**src/rtl/assert_macros.svh**
```systemverilog
// assertion macros shared by the sobel edge magnitude rtl
// no dependencies; synthesis builds see empty bodies
`ifndef ASSERT_MACROS_SVH
`define ASSERT_MACROS_SVH

`ifndef SYNTHESIS

`define SOBEL_ASSERT(label, clk, rst_n, prop, msg) \
	label: assert property (@(posedge clk) disable iff (!rst_n) prop) else $error(msg);

`define SOBEL_ASSERT_NEVER(label, clk, rst_n, cond, msg) \
	label: assert property (@(posedge clk) disable iff (!rst_n) !(cond)) else $error(msg);

`else

`define SOBEL_ASSERT(label, clk, rst_n, prop, msg)

`define SOBEL_ASSERT_NEVER(label, clk, rst_n, cond, msg)

`endif

`endif

```
**src/rtl/sobel_pkg.sv**
```systemverilog
// shared types and constants for the sobel edge magnitude core
// no dependencies
package sobel_pkg;

	localparam int MAX_WIDTH_DEF  = 1024;
	localparam int MAX_HEIGHT_DEF = 4096;

	localparam int PIX_W        = 8;
	localparam int CFG_WIDTH_W  = 11;
	localparam int CFG_HEIGHT_W = 13;
	localparam int CFG_DATA_W   = 13;
	localparam int CFG_INDEX_W  = 1;
	localparam int MIN_DIM      = 3;

	localparam logic [CFG_WIDTH_W-1:0]  WIDTH_RST  = 11'd640;
	localparam logic [CFG_HEIGHT_W-1:0] HEIGHT_RST = 13'd480;

	typedef enum logic [CFG_INDEX_W-1:0] {
		REG_IMAGE_WIDTH  = 1'b0,
		REG_IMAGE_HEIGHT = 1'b1
	} cfg_reg_t;

	localparam int QUEUE_DEPTH = 4;
	localparam int LEVEL_W     = $clog2(QUEUE_DEPTH + 1);

	localparam int SUM_W   = 10;
	localparam int PROD_W  = 18;
	localparam int SHIFT   = 7;
	localparam logic [PROD_W-1:0] COEF_BIG   = 18'd123;
	localparam logic [PROD_W-1:0] COEF_SMALL = 18'd51;
	localparam logic [PROD_W-SHIFT-1:0] MAG_MAX = 11'd255;

	typedef struct packed {
		logic [PIX_W-1:0] older;
		logic [PIX_W-1:0] newer;
	} line_pair_t;

	// win[column][row], column 0 oldest, row 0 top
	typedef struct packed {
		logic [2:0][2:0][PIX_W-1:0] win;
		logic                       row_end;
		logic                       frame_end;
	} sobel_item_t;

endpackage

```
**src/rtl/sobel_queue.sv**
```systemverilog
// short queue of interior windows between front and back
// depends on sobel_pkg and assert_macros.svh
module sobel_queue #(
	parameter int DEPTH = sobel_pkg::QUEUE_DEPTH
) (
	input  logic                          clk,
	input  logic                          arst_n,
	input  logic                          push,
	input  sobel_pkg::sobel_item_t        push_item,
	input  logic                          pop,
	output logic                          not_empty,
	output sobel_pkg::sobel_item_t        head_item,
	output logic [$clog2(DEPTH+1)-1:0]    level
);

	`include "assert_macros.svh"

	localparam int PW = (DEPTH > 1) ? $clog2(DEPTH) : 1;
	localparam int LW = $clog2(DEPTH + 1);

	sobel_pkg::sobel_item_t entry_q [DEPTH];
	logic [PW-1:0] wr_ptr_q, rd_ptr_q;
	logic [LW-1:0] level_q;
	logic          do_push, do_pop;

	assign do_push   = push;
	assign do_pop    = pop && (level_q != '0);
	assign not_empty = (level_q != '0);
	assign head_item = entry_q[rd_ptr_q];
	assign level     = level_q;

	always_ff @(posedge clk) begin
		if (do_push) begin
			entry_q[wr_ptr_q] <= push_item;
		end
	end

	always_ff @(posedge clk or negedge arst_n) begin
		if (!arst_n) begin
			wr_ptr_q <= '0;
			rd_ptr_q <= '0;
			level_q  <= '0;
		end else begin
			if (do_push) begin
				wr_ptr_q <= (wr_ptr_q == PW'(DEPTH - 1)) ? '0 : wr_ptr_q + 1'b1;
			end
			if (do_pop) begin
				rd_ptr_q <= (rd_ptr_q == PW'(DEPTH - 1)) ? '0 : rd_ptr_q + 1'b1;
			end
			case ({do_push, do_pop})
				2'b10:   level_q <= level_q + 1'b1;
				2'b01:   level_q <= level_q - 1'b1;
				default: level_q <= level_q;
			endcase
		end
	end

	`SOBEL_ASSERT_NEVER(a_no_overflow, clk, arst_n, push && !pop && (level_q == LW'(DEPTH)), "queue overflow")
	`SOBEL_ASSERT_NEVER(a_no_underflow, clk, arst_n, pop && (level_q == '0), "pop from empty queue")

endmodule

```
**config.mk**
```make
export PLATFORM = sky130hd
export DESIGN_NAME = sobel_queue
export DESIGN_NICKNAME = d
export VERILOG_FILES = /design/src/rtl/sobel_pkg.sv /design/src/rtl/sobel_queue.sv
export VERILOG_INCLUDE_DIRS = /design/src /design/src/rtl
export SDC_FILE = /design/constraint.sdc
export NUM_CORES = 1
export LEC_CHECK = 0
export BUFFER_PORTS_ARGS = -buffer_cell sky130_fd_sc_hd__buf_2
export CAP_MARGIN = 0
export CORE_MARGIN = 5
export CORE_UTILIZATION = 60
export DETAILED_ROUTE_END_ITERATION = 12
export PLACE_DENSITY = 0.83
export SKIP_CTS_REPAIR_TIMING = 1
export SYNTH_ARGS = -nofsm -noshare
export SYNTH_HDL_FRONTEND = slang
export SYNTH_SLANG_ARGS = --single-unit
```
**constraint.sdc**
```tcl
create_clock -name clk -period 4.7 [get_ports clk]
set_clock_uncertainty 0.2 [all_clocks]
set_input_delay 1.175 -clock clk [delete_from_list [all_inputs] [get_ports clk]]
set_output_delay 1.175 -clock clk [all_outputs]
set_load 0.03 [all_outputs]
```
# Word-level counts from Yosys, hierarchy flattened
# Memories as Yosys holds them, arrays and structs flattened.
# Index checks and enable logic that the tools add are counted.
[totals]
ramBits = 296
input_bits = 78
word_cells = 20
ff_bits = 7
memories = 1
[classes]
mux = 5
n_reduce_logical = 3
add_sub_neg = 4
eq_ne = 4
[memory_table]
columns = ["name", "depth", "width", "rd", "rd_clocked_by_memory_dff", "write_ports", "line_no", "rtl"]
rows = [
  ["entry_q", 4, 74, 1, 0, 1, "sobel_queue.sv:21", "sobel_pkg::sobel_item_t entry_q [DEPTH];"],
]
[op_table]
columns = ["cell", "n"]
rows = [
  ["$eq A2 B2 Y1 const B", 3],
  ["$pmux W3 S2", 1],
  ["$add A2 B1 Y2 const B", 2],
  ["$mux W2", 2],
  ["$add A3 B1 Y3 const B", 1],
  ["$reduce_bool A3 Y1", 1],
  ["$sub A3 B1 Y3 const B", 1],
  ["$eq A2 B1 Y1 const B", 1],
  ["$mux W1", 2],
  ["$reduce_bool A2 Y1", 1],
  ["$logic_and A1 B1 Y1", 1],
]

# Logic depth before layout (Yosys ltp)
[logic_depth]
ltp_word = 4
mapped_depth = 9

# Worst setup path after synthesis
# Ideal clock, no wire load.
[synth_path]
path_type = "input -> register"
start = "input push"
end = "memory entry_q[0][0] in the netlist's numbering, enable pin"
setup_slack_ps = 1156
t_arrival_ps = 2904
required_time_ps = 4060
setup_ps = 440
stages = 1
path_cell_list = "and2_1"
[synth_via]
elab_chain_len = 2
[synth_lines]
columns = ["element", "line_no", "rtl"]
rows = [
  ["from (decl)", "sobel_queue.sv:8", "input logic push,"],
  ["$mux W1", "sobel_queue.sv:33", "if (do_push) begin"],
  ["$mux W1 (implied by the code)", "sobel_queue.sv:34", "entry_q[wr_ptr_q] <= push_item;"],
  ["to (decl)", "sobel_queue.sv:21", ""],
]
# Every way passes these cells.

==> run metrics <==
Die X around 150 um; total leakage power between 4 and 5 nW; DIE AREA 21400 um^2; Pre-antenna DRT Iters 5; TritonCTS clock tree built; Crit. End Element primary output; XOR/XNOR Fraction of Synth Area 0.236%; Worst VDD drop around 0.54 mV; critical-path maximum fanout 44; synth warn 0; Final period util 86.4%; critical path launch point type flip-flop; status finished, final reports clean; multiplexer share of the synthesized area roughly 15%; R2R cell count 9; Setup Viol. Count Final 0; via count approximately 5100; Fmax 246 MHz; Layout fillers 1051; CTS clock-pin slew for the worst setup and hold paths about 0.06 ns; die height approximately 150 um; Bufs and invs on worst path 2; I/O pin count 156; post-route design area approximately 13000 um^2; Pwr Total around 8.7 mW; Post-Layout Cell Count 858; Final Hold Fails 0; Synth Area in Compound Gates 0.135%; crit path DAT around 2.7 ns; largest net degree at the start of global routing just under 80; Adder-Cell Fraction of Synth Area less than 1%; RSZ-0062 raised after global routing no; critical path's top delay family flip-flops; dpl cells about 800; core area around 18000 um^2; worst path cell trace buf_4 -> mux4_2 -> buf_2; largest family of logic cells by synthesized area multiplexers; Routed WL 20300 um; library cells used by synthesis 20; final RePlAce weighted congestion roughly 0.72; area of the multi-input gates 1890 um^2; via density per instance around 5.9; total CTS buffers 29; initial core utilization about 61%; clock latency on the worst-skew pair about 0.52 ns; post-synth net total around 510; Place WS ~1.1 ns; dpl hpwl about 12000 um; Seq cells post-synth around 300; FP Rows between 40 and 50; slowest stage delay, CP 1.00 ns; Slew Limit Fails 0; number of buffers added on ports ~160; Final Util roughly 72%; Crit-path slowest cell dfrtp_4; relative slew slack approximately 23%; Worst EP required around 3.3 ns; first-pass GRT wire length 31600 um; worst setup path class reg -> out; sequential area share after synthesis 81.4%; number of max-cap violations 0; Pwr per Cell Area 668 nW/um^2; layout cells sized above 1 a little under half; setup TNS 0 ns; Mapped Avg Cell Area approximately 26 um^2; 1st-iter DRT viols around 240; Slew @ Worst Pin around 1.2 ns; Syn Inst Count between 400 and 500; initial antenna violation count 3; H-Tree Depth 1; WP depth 3; vias in the first global route 5474; Reg area ~9100 um^2; Post-Synthesis Cell Area between 10000 and 15000 um^2; WHS between 0.2 and 0.3 ns; WL/cell approximately 24 um; fin crit period between 4 and 5 ns; CTS root buf clkbuf_16; post-route ant nets 0; grt ovf 0; Synth Area in Simple Gates less than 1%; DRC 0; Final nets around 690; Tot GR Track Use roughly a fifth; clk buf depth 3; clock sinks 303; Hold Crit Class in -> async; Layout area overhead 17.1%; placed inst area roughly 12000 um^2; final setup margin between 0.6 and 0.7 ns
-- sequential cells by signal (all words and copies together) (netlist names) --
| signal | count |
|---|---|
| entry_q | 296 |
| level | 3 |
| rd_ptr_q | 2 |
| wr_ptr_q | 2 |
-- kinds of logic (layout without fill, tap and decap cells) --
family / Yosys count / in the layout
other cells: 0 / 2
xor+xnor: 3 / 3
buf+inv: 24 / 224
simple gates: 11 / 11
flops: 303 / 303
mux: 76 / 76
fa+ha+maj: 7 / 7
compound gates: 3 / 3
-- cell usage after synthesis, drive strengths merged --
cell type | count | area, um^2
edfxtp | 296 | 8890
mux4 | 74 | 1670
buf | 15 | 159
dfrtp | 7 | 175
inv | 7 | 26.3
ha | 6 | 75.1
and2 | 4 | 25.0
nand2 | 3 | 11.3
o21ai | 3 | 15.0
clkbuf | 2 | 7.51
mux2 | 2 | 22.5
nor2 | 2 | 7.51
or3 | 2 | 12.5
xor2 | 2 | 17.5
fa | 1 | 20.0
xnor2 | 1 | 8.76
-- cells in the final DEF (no fill, tap or decap) --
| cell | synthesis | layout |
|---|---|---|
| xnor2_1 | 1 | 1 |
| fa_1 | 1 | 1 |
| o21ai_0 | 3 | 3 |
| nand2_1 | 3 | 3 |
| clkinv_1 | 0 | 8 |
| mux4_2 | 74 | 74 |
| or3_1 | 2 | 2 |
| edfxtp_1 | 296 | 296 |
| inv_1 | 7 | 7 |
| clkinvlp_4 | 0 | 1 |
| ha_1 | 6 | 6 |
| clkbuf_16 | 0 | 29 |
| mux2_2 | 2 | 2 |
| and2_4 | 0 | 4 |
| xor2_1 | 2 | 2 |
| nor2_1 | 2 | 2 |
| bufinv_16 | 0 | 3 |
| buf_2 | 6 | 155 |
| buf_4 | 3 | 8 |
| dfrtp_4 | 0 | 2 |
| clkinv_2 | 0 | 9 |
| inv_6 | 0 | 2 |
| diode_2 | 0 | 2 |
| dfrtp_1 | 7 | 5 |
| clkbuf_1 | 2 | 1 |
| clkinv_4 | 0 | 1 |
-- path summary, 6_finish.rpt --
kind / start / endpoint / slack, ns
max reg2reg: level[0] / level[2] / 2.47
min: arst_n / level[2] / 0.29
max in group asynchronous: arst_n / rd_ptr_q[1] / 3.82
min in group clk: level[2] / level[2] / 0.31
max: rd_ptr_q[0] / head_item[22] / 0.64
min reg2reg: level[2] / level[2] / 0.31
-- report_power, final --
part / switching (mW) / total [mW] / leakage, nW / internal, mW
Combinational: 1.61 / 2.66 / 1.26 / 1.04
Sequential: 0.364 / 3.83 / 2.80 / 3.47
Clock: 0.929 / 2.22 / 0.462 / 1.29
Total: 2.91 / 8.71 / 4.52 / 5.81
-- layer usage --
metal / part of all wire (%) / vias up / wire [um] / track usage [%]
met5: 0.13 / - / 27 / 0
met4: 2.4 / 4 / 496 / 5.27
met3: 6.3 / 36 / 1290 / 4.06
met2: 53 / 184 / 10800 / 33.4
met1: 38 / 2658 / 7630 / 25.0
li1: - / 2183 / - / -
-- area by class of cell --
cell class,instances,area share (%)
multi-input combinational,100,14.5
timing repair buffer,163,6.41
antenna,2,0.0384
inverter,7,0.201
tap,229,2.20
clock inverter,24,1.53
clock buffer,30,5.59
sequential,303,69.5
(Power assumes the default switching activity.)
