`src/rtl/assert_macros.svh`:
```
// assertion macros shared by the sobel edge magnitude rtl
// no dependencies; synthesis builds see empty bodies
`ifndef ASSERT_MACROS_SVH
`define ASSERT_MACROS_SVH

`ifndef SYNTHESIS

`define SOBEL_ASSERT(label, clk, rst_n, prop, msg) \
	label: assert property (@(posedge clk) disable iff (!rst_n) prop) else $error(msg);

`define SOBEL_ASSERT_NEVER(label, clk, rst_n, cond, msg) \
	label: assert property (@(posedge clk) disable iff (!rst_n) !(cond)) else $error(msg);

`else

`define SOBEL_ASSERT(label, clk, rst_n, prop, msg)

`define SOBEL_ASSERT_NEVER(label, clk, rst_n, cond, msg)

`endif

`endif

```
`src/rtl/sobel_pkg.sv`:
```
// shared types and constants for the sobel edge magnitude core
// no dependencies
package sobel_pkg;

	localparam int MAX_WIDTH_DEF  = 1024;
	localparam int MAX_HEIGHT_DEF = 4096;

	localparam int PIX_W        = 8;
	localparam int CFG_WIDTH_W  = 11;
	localparam int CFG_HEIGHT_W = 13;
	localparam int CFG_DATA_W   = 13;
	localparam int CFG_INDEX_W  = 1;
	localparam int MIN_DIM      = 3;

	localparam logic [CFG_WIDTH_W-1:0]  WIDTH_RST  = 11'd640;
	localparam logic [CFG_HEIGHT_W-1:0] HEIGHT_RST = 13'd480;

	typedef enum logic [CFG_INDEX_W-1:0] {
		REG_IMAGE_WIDTH  = 1'b0,
		REG_IMAGE_HEIGHT = 1'b1
	} cfg_reg_t;

	localparam int QUEUE_DEPTH = 4;
	localparam int LEVEL_W     = $clog2(QUEUE_DEPTH + 1);

	localparam int SUM_W   = 10;
	localparam int PROD_W  = 18;
	localparam int SHIFT   = 7;
	localparam logic [PROD_W-1:0] COEF_BIG   = 18'd123;
	localparam logic [PROD_W-1:0] COEF_SMALL = 18'd51;
	localparam logic [PROD_W-SHIFT-1:0] MAG_MAX = 11'd255;

	typedef struct packed {
		logic [PIX_W-1:0] older;
		logic [PIX_W-1:0] newer;
	} line_pair_t;

	// win[column][row], column 0 oldest, row 0 top
	typedef struct packed {
		logic [2:0][2:0][PIX_W-1:0] win;
		logic                       row_end;
		logic                       frame_end;
	} sobel_item_t;

endpackage

```
`src/rtl/sobel_back.sv`:
```
// back end: gradients, magnitude approximation, saturation and output register
// depends on sobel_pkg and assert_macros.svh
module sobel_back (
	input  logic                          clk,
	input  logic                          arst_n,
	input  logic                          q_valid,
	input  sobel_pkg::sobel_item_t        q_item,
	output logic                          pop,
	output logic                          m_tvalid,
	input  logic                          m_tready,
	output logic [sobel_pkg::PIX_W-1:0]   m_tdata,
	output logic                          m_tlast,
	output logic                          m_tuser
);

	`include "assert_macros.svh"

	localparam int SW = sobel_pkg::SUM_W;
	localparam int PW = sobel_pkg::PROD_W;
	localparam int MW = sobel_pkg::PROD_W - sobel_pkg::SHIFT;

	logic [SW-1:0] gx_pos, gx_neg, gy_pos, gy_neg, ax, ay;
	logic [SW-1:0] big_s1, small_s1;
	logic          valid_s1, row_end_s1, frame_end_s1;
	logic [PW-1:0] mix;
	logic [MW-1:0] mag_raw;
	logic          out_free, s1_free;

	logic                        valid_q, tlast_q, tuser_q;
	logic [sobel_pkg::PIX_W-1:0] mag_q;

	// right column minus left column, bottom row minus top row
	always_comb begin
		gx_pos = SW'(q_item.win[2][0]) + SW'({q_item.win[2][1], 1'b0}) + SW'(q_item.win[2][2]);
		gx_neg = SW'(q_item.win[0][0]) + SW'({q_item.win[0][1], 1'b0}) + SW'(q_item.win[0][2]);
		gy_pos = SW'(q_item.win[0][2]) + SW'({q_item.win[1][2], 1'b0}) + SW'(q_item.win[2][2]);
		gy_neg = SW'(q_item.win[0][0]) + SW'({q_item.win[1][0], 1'b0}) + SW'(q_item.win[2][0]);
		ax = (gx_pos >= gx_neg) ? gx_pos - gx_neg : gx_neg - gx_pos;
		ay = (gy_pos >= gy_neg) ? gy_pos - gy_neg : gy_neg - gy_pos;
	end

	assign out_free = !valid_q || m_tready;
	assign s1_free  = !valid_s1 || out_free;
	assign pop      = q_valid && s1_free;

	always_ff @(posedge clk) begin
		if (pop) begin
			big_s1       <= (ax > ay) ? ax : ay;
			small_s1     <= (ax > ay) ? ay : ax;
			row_end_s1   <= q_item.row_end;
			frame_end_s1 <= q_item.frame_end;
		end
	end

	assign mix     = PW'(big_s1) * sobel_pkg::COEF_BIG + PW'(small_s1) * sobel_pkg::COEF_SMALL;
	assign mag_raw = mix[PW-1:sobel_pkg::SHIFT];

	always_ff @(posedge clk) begin
		if (out_free && valid_s1) begin
			mag_q   <= (mag_raw > sobel_pkg::MAG_MAX) ? sobel_pkg::MAG_MAX[sobel_pkg::PIX_W-1:0]
			                                          : mag_raw[sobel_pkg::PIX_W-1:0];
			tlast_q <= row_end_s1;
			tuser_q <= frame_end_s1;
		end
	end

	always_ff @(posedge clk or negedge arst_n) begin
		if (!arst_n) begin
			valid_s1 <= 1'b0;
			valid_q  <= 1'b0;
		end else begin
			if (s1_free) begin
				valid_s1 <= q_valid;
			end
			if (out_free) begin
				valid_q <= valid_s1;
			end
		end
	end

	assign m_tvalid = valid_q;
	assign m_tdata  = mag_q;
	assign m_tlast  = tlast_q;
	assign m_tuser  = tuser_q;

	`SOBEL_ASSERT(a_frame_end_on_row_end, clk, arst_n, valid_q && tuser_q |-> tlast_q, "frame end without row end")
	`SOBEL_ASSERT(a_s1_holds_on_stall, clk, arst_n, valid_s1 && !out_free |=> valid_s1 && $stable(big_s1), "stage one lost under stall")

endmodule

```
`config.mk`:
```
export PLATFORM = sky130hd
export DESIGN_NAME = sobel_back
export DESIGN_NICKNAME = d
export VERILOG_FILES = /design/src/rtl/sobel_pkg.sv /design/src/rtl/sobel_back.sv
export VERILOG_INCLUDE_DIRS = /design/src /design/src/rtl
export SDC_FILE = /design/constraint.sdc
export NUM_CORES = 1
export LEC_CHECK = 0
export BUFFER_PORTS_ARGS = -buffer_cell sky130_fd_sc_hd__buf_2
export CAP_MARGIN = 10
export CORE_ASPECT_RATIO = 0.8
export CORE_UTILIZATION = 50
export DETAILED_ROUTE_END_ITERATION = 7
export PLACE_DENSITY = 0.72
export SLEW_MARGIN = 10
export SYNTH_ARGS = -nofsm -noshare
export SYNTH_HDL_FRONTEND = slang
export SYNTH_SLANG_ARGS = --single-unit
```
`constraint.sdc`:
```
create_clock -name clk -period 4.67 [get_ports clk]
set_input_delay 0.2335 -clock clk [delete_from_list [all_inputs] [get_ports clk]]
set_output_delay 0.2335 -clock clk [all_outputs]
set_load 0.005 [all_outputs]
```
Yosys cells after proc, flatten, opt, wreduce, memory -nomap -nowiden

Cells that the tools add are included.
Widths: inputs -> output; s select.

Bits in registers: 34
Input bits: 78
Output and inout port bits: 12

Add/sub/neg operators: 13
Multipliers: 2
Order comparisons: 4
Muxes and demuxes: 4
Reductions and logical operators: 6

Operators with widths:

| operator              | number |
|---|---|
| $add 10x8->10         | 4 |
| $add 8x9->10          | 4 |
| $mux 10               | 4 |
| $sub 10x10->10        | 4 |
| $ge 10x10->1          | 2 |
| $add 17x16->18        | 1 |
| $mul 10x7->17 const B | 1 |
| $mul 10x6->16 const B | 1 |
| $gt 11x8->1 const B   | 1 |
| $gt 10x10->1          | 1 |
| $logic_and 1x1->1     | 2 |
| $logic_not 1->1       | 2 |
| $logic_or 1x1->1      | 2 |

Longest topological paths before layout

Gate-level depths: netlist of the first run.

Depth after elaboration: 6
Depth in mapped cells: 29
Mapped depth without buffers: 28

Least setup slack after synthesis of the first run

Ideal clock, no wire load.

Kind: input port to flip-flop
Start: input q_item[51] (netlist name)
End: register big_s1[2], data pin
Setup time: 260 ps
Arrival: 5542 ps
Required time: 4410 ps
Setup slack: -1132 ps
Stages: 27
Cells stage by stage: inv_1 -> fa_1 -> inv_1 -> ha_1 -> fa_1 -> a21o_1 -> a21oi_1 -> o21bai_1 -> a21oi_1 -> xnor2_1 -> ha_1 -> buf_6 -> a2111oi_2 -> o21ai_1 -> o22ai_2 -> buf_6 -> o311ai_1 -> o31ai_1 -> xor2_1 -> inv_1 -> ha_1 -> nand4_1 -> nor3_1 -> a2111oi_0 -> a31oi_1 -> buf_1 -> mux2_2

Word-level cells in the longest chain between the ends: 6
Elaborated cells between the ends (all ways): 13
Classes of those cells: add/sub: 7; order compare: 3; mux: 3

RTL lines:

| what                                                  | line             | text |
|---|---|---|
| start, declared                                       | sobel_back.sv:7  | `input sobel_pkg::sobel_item_t q_item,` |
| $add 8x9->10                                          | sobel_back.sv:34 | `gx_pos = SW'(q_item.win[2][0]) + SW'({q_item.win[2][1], 1'b0}) + SW'(q_item.win[2][2]);` |
| $add 10x8->10                                         | sobel_back.sv:34 |  |
| $sub 10x10->10 / $ge 10x10->1 (equally long branches) | sobel_back.sv:38 | `ax = (gx_pos >= gx_neg) ? gx_pos - gx_neg : gx_neg - gx_pos;` |
| $mux 10                                               | sobel_back.sv:38 |  |
| $gt 10x10->1                                          | sobel_back.sv:48 | `big_s1 <= (ax > ay) ? ax : ay;` |
| $mux 10 *                                             | sobel_back.sv:48 |  |
| end signal, assigned                                  | sobel_back.sv:48 |  |
| end, declared                                         | sobel_back.sv:23 | `logic [SW-1:0] big_s1, small_s1;` |

Mark *: on every way between the ends. The rest lies on a longest branch, timed or not.
A chain may end at the register's enable or synchronous reset.

Worst setup path in the final report of the first run

Start: input q_item[4] (netlist name)
End: register big_s1[8], data pin

Word-level cells in the longest chain between the ends: 6
Elaborated cells between the ends (all ways): 14
Classes of those cells: add/sub: 8; order compare: 3; mux: 3

RTL lines:

| what                                    | line |
|---|---|
| $add 8x9->10, on equally long branches  | sobel_back.sv:35, sobel_back.sv:37 |
| $add 10x8->10, on equally long branches | sobel_back.sv:35, sobel_back.sv:37 |
| $sub 10x10->10 (tied with other cells)  | sobel_back.sv:38 |
| $mux 10, on equally long branches       | sobel_back.sv:38, sobel_back.sv:39 |
| $gt 10x10->1                            | sobel_back.sv:48 |
| $mux 10 *                               | sobel_back.sv:48 |

Marks and branches as above.

==> run summary, run 1 <==
Clock-pin slew was measured on the worst setup and hold paths at 60 ps. The footprint of the multi-input gates is 6870 µm². Setup repair after global routing could not meet its margin everywhere. The number of flops mapped to enable cells by yosys works out to 32. The remaining antenna violation count after routing came out at 0. The achievable clock frequency came out at 0.177 GHz. The filler cells instantiated in the layout total 1088. Entering global routing, the biggest net connects 24 pins. The logs give 15900 µm² for the placeable core region and 5680 ps for the worst endpoint data arrival time. Summing the areas of all fa, ha and maj instances in the mapped netlist gives 47.8% of the synthesized area.

In the synthesized netlist the dominant register cell turns out to be edfxtp_1. Once the floorplan was initialized, standard cells occupied 51.5% of the core. After detailed routing, the number of vias per cell comes to 5.36.

Multiplexer cells account for 4.41% of the synthesized area. Relative to the synthesized area, the layout overhead comes to 37.6%. The synthesized netlist occupies a cell area of 8200 µm². After Yosys synthesis, and, or, nand and nor cells account for 6.33% of the synthesized area.

Across the whole layout, storage elements account for 1010 µm². The most common cell after layout, fill and taps aside was buf_4. By startpoint and endpoint, the worst setup path is classified as input port to flop. The wire length of the first global-routing pass was 36.3 mm; the violation count after the first detailed-route iteration was 579.

For the number of iterations in the first detailed-routing pass, the log shows 5. The congestion estimate from routability-driven global placement came to 0.900. The tools report the insertion delay to the later sink of the worst-skew pair as 290 ps.

The tools report the number of nets at the end of the flow as 1486. For this run, design rule violations remaining after detail routing come to 0. At the pin with the least slew margin, the transition time is 523 ps. TritonCTS built the clock tree.

In the final layout, the share of cells above drive strength 1 is 36.3%. The number of vias in the routed layout is 7358, and the clock tree buffer depth is 2. The run gives 64.8% as the worst relative slew slack. The final instance count without filler cells is 1373, and the number of antenna cells inserted is 0. For the finished layout, the period the worst path requires is 5640 ps. Synthesis handed over a netlist of 855 instances. Least setup slack across all paths after layout: -974 ps. In this run the worst path has a maximum fanout of 5.

The average cell area after synthesis was 9.59 µm². The sum of overflow across all layers after global routing was 0. The logs give 7600 for the via count of the first global-routing pass and 0 for the total number of yosys warnings. In the post-synthesis netlist, the biggest area contributors are fa_1 25%, ha_1 22%, edfxtp_1 12%. In the global route stage, overall resource usage came out at 27.0%.

STA classifies the critical path endpoint as a flop. The initialized floorplan defines 41 standard-cell rows. The critical path required time was 4710 ps; the number of buffers created by CTS was 5. The finished cells cover 11300 µm².

For the area of the die, the log shows 16900 µm². The vertical die dimension is 117 µm, and the average routed wire per standard cell is 16.8 µm. The library cells used most frequently in the layout, excluding fill and tap cells, are 213 x buf_4, 183 x inv_1, 131 x ha_1. The wire-length estimate of the detail-placed layout is 16.6 mm.

The number of slew-limit violations in the final report came out at 0. Fraction of the mapped netlist area in compound gates: 13.5%. Class of the tightest hold or removal check: input port to flop.

The run finished, with violations left. Area share of the largest cell type after synthesis: 25.4%. The top-level I/O count is 90. The number of placed instances with taps included came out at 1330.

The tree built by TritonCTS fans out to 34 sinks. The flop and latch count out of synthesis works out to 34. The cell type with the largest total area after synthesis was fa_1.

The XOR/XNOR share of the synthesized area was 5.22%; the total of max-cap violations was 0. The number of setup violations in the final report is 28. The root buffer cell chosen for the clock tree is clkbuf_16. The number of H-tree levels is 2, and the count of distinct cell types in the synthesized netlist is 58. The tools report the post-synthesis sequential area ratio as 12.3%. In the synthesized netlist the async set-or-reset flop fraction comes to 5.88%.

Summed over all layers, the routed wires come to 23.1 mm. The die is 145 µm wide. The cell area after placement was 10400 µm²; the final setup skew was 3.13 ps. Counting every net in the synthesized netlist gives 1184.

The checks that failed: setup timing. The run gives 0 as the number of antenna violations at the first check in global routing. Main combinational cell family by area after synthesis: adder cells. After layout, the worst path uses 121% of the clock period.

The tools report the category of the worst setup path launch point as an input port. The number of port buffers is 81, and the hold violation total from the final report is 0.
==> Yosys cell counts, drive strengths merged, types with 2 or more instances <==
master	instances
o21a	8
o21bai	10
xor2	13
nor4	2
a21o	27
fa	104
buf	10
o31ai	3
ha	147
inv	203
nor2	16
xnor2	35
nor3	7
clkbuf	6
mux2i	29
nor2b	7
edfxtp	32
a211oi	6
o22ai	3
nand4	8
o211ai	4
a2111oi	3
o221ai	2
o21ai	27
nand2	24
a21oi	53
and2	5
mux2	6
dfrtp	2
nand3	8
nand2b	20
a311oi	2
or3	2
a31oi	9
==> per-layer routing <==
layer  GRT usage [%]  vias up  share of wire, %  wire, µm
met5               0        -                 0         0
li1                -     3440                 -         -
met1            36.4     3582                44     10100
met4            6.25        0               3.0       684
met2            46.8      256                47     10800
met3            3.55       80               6.3      1460
==> path summary, 6_finish.rpt <==
kind | cells past startpoint | endpoint | slack (ps) | start
min reg2reg | 0 | m_tlast$_DFFE_PP_ | 420 | row_end_s1$_DFFE_PP_
min in group asynchronous | 2 | valid_s1$_DFFE_PN0N_ | 260 | arst_n
max | 25 | big_s1[8]$_DFFE_PP_ | -970 | q_item[4]
min | 1 | row_end_s1$_DFFE_PP_ | 120 | q_item[1]
max in group asynchronous | 2 | m_tvalid$_DFFE_PN0P_ | 4320 | arst_n
max reg2reg | 20 | m_tdata[3]$_SDFFCE_PN1P_ | -800 | big_s1[3]$_DFFE_PP_
==> cell type report <==
class	instances	area share, %
timing repair buffer	310	19.7
clock inverter	2	0.0777
clock buffer	6	1.14
sequential	34	8.96
inverter	203	6.82
multi-input combinational	603	60.9
tap	215	2.39
==> critical path, cell delays in order <==
cell and delay, ps:
buf_2 120, buf_4 130, fa_1 500, ha_1 310, a21o_1 190, a21oi_1 230
o21bai_1 100, a21oi_1 210, buf_4 140, xor2_1 190, ha_1 220, nand4_1 160
a31oi_2 250, o22ai_2 160, buf_6 160, buf_4 130, o31ai_2 230, xor2_1 240
inv_1 110, ha_4 280, nand4_1 220, nor3_2 360, a2111oi_4 130, a31oi_4 340
mux2_4 330
==> registers in the layout (all words and copies together), names as in the netlist <==
name	cells
frame_end_s1	1
m_tlast	1
row_end_s1	1
m_tvalid	1
big_s1	10
m_tdata	8
m_tuser	1
valid_s1	1
small_s1	10
==> per-stage QoR <==
step	hold slack, ps	setup slack, ps	setup TNS (ps)	util, %
after floorplan	-62.1	-645	-12150	-
after global placement	21.2	-1120	-26200	65.1
after detailed placement	23.7	-1250	-29990	65.1
after CTS	118	-789	-18590	69.4
after global routing	118	-1220	-30310	70.9
final	117	-974	-24900	70.9
==> logic make-up (layout without fill, tap and decap cells) <==
kind of cell             count (synthesis)  in the layout
adder cells (fa/ha/maj)                251            251
buffers and inverters                  219            521
AO/OA/AOI/OAI                          167            168
AND/OR/NAND/NOR                        101            101
XOR/XNOR                                48             48
multiplexers                            35             35
flip-flops                              34             34
==> repair_timing <==
action,CTS,global route
hold endpoints to repair,2,0
endpoints found under the setup margin,28,28
resized for setup,63,31
hold buffers,1,0
buffers inserted,23,14
pin swaps,71,35
gates cloned,1,0
Power of run 1 is not shown: default switching activity piles up to over one toggle a cycle in this logic, so the estimate is an artifact.
==> inputs of run 2 (changes only) <==
--- a/config.mk
+++ b/config.mk
@@ -8,10 +8,13 @@
 export LEC_CHECK = 0
 export BUFFER_PORTS_ARGS = -buffer_cell sky130_fd_sc_hd__buf_2
 export CAP_MARGIN = 10
+export CELL_PAD_IN_SITES_DETAIL_PLACEMENT = 1
+export CELL_PAD_IN_SITES_GLOBAL_PLACEMENT = 2
 export CORE_ASPECT_RATIO = 0.8
-export CORE_UTILIZATION = 50
+export CORE_UTILIZATION = 35
 export DETAILED_ROUTE_END_ITERATION = 7
-export PLACE_DENSITY = 0.72
+export PLACE_DENSITY_LB_ADDON = 0.1
+export RECOVER_POWER = 25
 export SLEW_MARGIN = 10
 export SYNTH_ARGS = -nofsm -noshare
 export SYNTH_HDL_FRONTEND = slang
==> run 2 against run 1 <==
Net effect:
- the flow still finishes with violations (setup timing)
- die area up 42%
- clock skew is 4.7 ps higher
- routed wire length is 14% higher
- worst hold slack improved by 6.6 ps
- count of clock-buffer cells in the layout decreased by 1
- maximum frequency grew 2.2%
- via count shrank 2.0%
- cell area is 3.2% higher
- non-clock buffer count rose by 12
- setup slack better by 120 ps
- highest routed layer unchanged
==> run summary, run 2 (synthesis results as in run 1) <==
Share of final-layout standard cells stronger than drive strength 1: 37.2% (+0.94 points). The final instance count without filler cells was 1475 (+7.4%); the achievable clock frequency was 0.181 GHz (+2.2%). Most common cell after layout, fill and taps aside: buf_4.

The number of vias per cell came out at 4.89 (-8.7%). The number of antenna violations at the first check in global routing was 0 (unchanged); the final hold slack was 124 ps (+6.59 ps). For the number of rows in the core area, the log shows 49 (+20%). The insertion delay to the later sink of the worst-skew pair is 290 ps (about the same). The vertical die dimension was 139 µm (+19%); the clock tree buffer depth was 2 (unchanged). The largest fanout on the critical path was 4 (-1); the remaining antenna violation count after routing was 0 (unchanged). The effective utilization at floorplan is 36.0% (-16 points). The final reports fail on setup timing. The run gives 90 (unchanged) as the top-level I/O count.

The via count of the first global-routing pass came out at 8235 (+8.4%). The tools report the number of nets at the end of the flow as 1497 (+0.74%). The flow ran to the end, but the final reports show violations. The run gives 21 (-13%) as the pin count of the biggest net entering global routing. The number of sinks driven by the clock tree is 34 (unchanged), and the layout overhead on the synthesized area is 41.9%. The final critical path time including I/O delays and setup is 5520 ps (-120 ps), and the total of max-cap violations is 0 (unchanged). Global-route usage over all layers: 23.1% (-3.9 points). The critical path is of the input port to flop type.

The hold violation total from the final report is 0 (unchanged). Setup repair after global routing could not meet its margin everywhere. The number of setup violations in the final report is 28 (unchanged), and the placeable core region is 22700 µm² (+43%). Number of antenna cells inserted: 0 (unchanged).

STA classifies the critical path startpoint as an input port. The tools report the final RePlAce weighted congestion as 0.901 (+0.12%). The library cells used most frequently in the layout, excluding fill and tap cells, are 226 x buf_4, 188 x inv_1, 131 x ha_1.

The tools report the area of the die as 24000 µm² (+42%). The count of unresolved DRC violations after routing was 0 (unchanged). TritonCTS built the clock tree. The least setup slack across all paths after layout is -855 ps (+120 ps). The wire length of the first global-routing pass was 43.5 mm (+20%); the number of slew-limit violations in the final report was 0 (unchanged). The half-perimeter wire length of the detailed placement result was 22.0 mm (+33%); the violation count after the first detailed-route iteration was 335 (-42%). The horizontal die dimension works out to 173 µm (+19%).

The class of the tightest hold or removal check was input port to flop. Clock transition at the registers of the reported paths: 60 ps (about the same). STA classifies the critical path endpoint as a flop. For the worst relative slew slack, the log shows 57.7% (-7.2 points). The number of vias in the routed layout was 7213 (-2.0%). The average routed wire per standard cell works out to 17.8 µm (+5.8%). The worst endpoint data arrival time was 5560 ps (-120 ps). The tools report the clock root buffer as clkbuf_16. Transition time of the tightest slew-check pin: 629 ps (+107 ps).

The number of iterations in the first detailed-routing pass is 5 (unchanged), and the number of buffers created by CTS is 5 (unchanged). The critical path required time is 4710 ps (about the same), and the sum of overflow across all layers after global routing is 0 (unchanged). The logs give 2 (unchanged) for the number of H-tree levels and 7.82 ps (+4.68 ps) for the final setup skew. The number of port buffers works out to 81 (unchanged). The run gives 1426 (+7.2%) as the number of placed instances with taps included. The final worst-path cycle share was 118% (-2.6 points). The final routed wirelength across all metal layers is 26.2 mm (+14%).
## run 2: cell types whose count changed in the layout (fill, tap and decap cells not counted), moves of 4 or more
cell / change
buf_4: +13
buf_2: -5
inv_1: +5
inv_2: -8
a21oi_2: +4
## run 2: critical path, cell delays in order
cell	delay, ps
buf_2	70
inv_1	80
fa_1	490
inv_1	70
ha_4	170
fa_2	350
a21o_1	170
a21oi_2	160
o21bai_1	110
a21oi_2	220
xnor2_2	160
ha_4	240
a21o_1	190
a31oi_2	170
o21ai_2	100
buf_4	140
buf_4	120
buf_4	120
a211oi_1	290
a311oi_2	140
buf_4	190
ha_4	270
nand4_1	210
nor3_2	300
a2111oi_4	70
a31oi_4	220
buf_6	160
mux2_4	300
## run 2: worst paths after layout
kind                                       from                       end  slack, ps  cells after the start
setup / recovery                     q_item[67]       big_s1[2]$_DFFE_PP_       -850                     28
hold / removal                        q_item[0]    frame_end_s1$_DFFE_PP_        120                      1
setup reg to reg            big_s1[3]$_DFFE_PP_  m_tdata[7]$_SDFFCE_PN1P_       -680                     18
hold reg to reg            row_end_s1$_DFFE_PP_         m_tlast$_DFFE_PP_        420                      0
max in group asynchronous                arst_n      valid_s1$_DFFE_PN0N_       4270                      2
min in group asynchronous                arst_n      m_tvalid$_DFFE_PN0P_        260                      2
## run 2: what timing repair did
item | CTS | global route
hold buffers | 1 | 0
endpoints found under the hold margin | 2 | 0
setup endpoints to repair | 28 | 28
cloned | 2 | 0
pin swaps | 52 | 42
gates resized for setup | 84 | 25
buffers inserted | 28 | 12
## run 2: per-stage QoR
step | util [%] | setup TNS (ps) | worst slack, ps | cell area (µm²)
floorplan | - | -12150 | -645 | 8300
global placement | 46.3 | -25550 | -1040 | 10500
detailed placement | 46.3 | -29100 | -1200 | 10500
CTS | 50.4 | -18320 | -757 | 11500
global route | 51.2 | -27710 | -1110 | 11600
finish | 51.2 | -21180 | -855 | 11600
## run 2: final cells by class
class	instances	area (µm²)
Clock buffer	5	125
Clock inverter	3	68.8
Fill cell	2615	11100
Inverter	203	777
Multi-Input combinational cell	602	6920
Sequential cell	34	1010
Tap cell	306	383
Timing Repair Buffer	322	2350
## run 2: routing by layer
metal,share of wire [%],up-vias,global-route usage (%)
met3,4.4,6,4.30
met2,45,118,37.4
met5,0,-,0
met4,0.29,0,2.24
li1,-,3453,-
met1,50,3636,33.0
Power of run 2 is left out for the same reason.
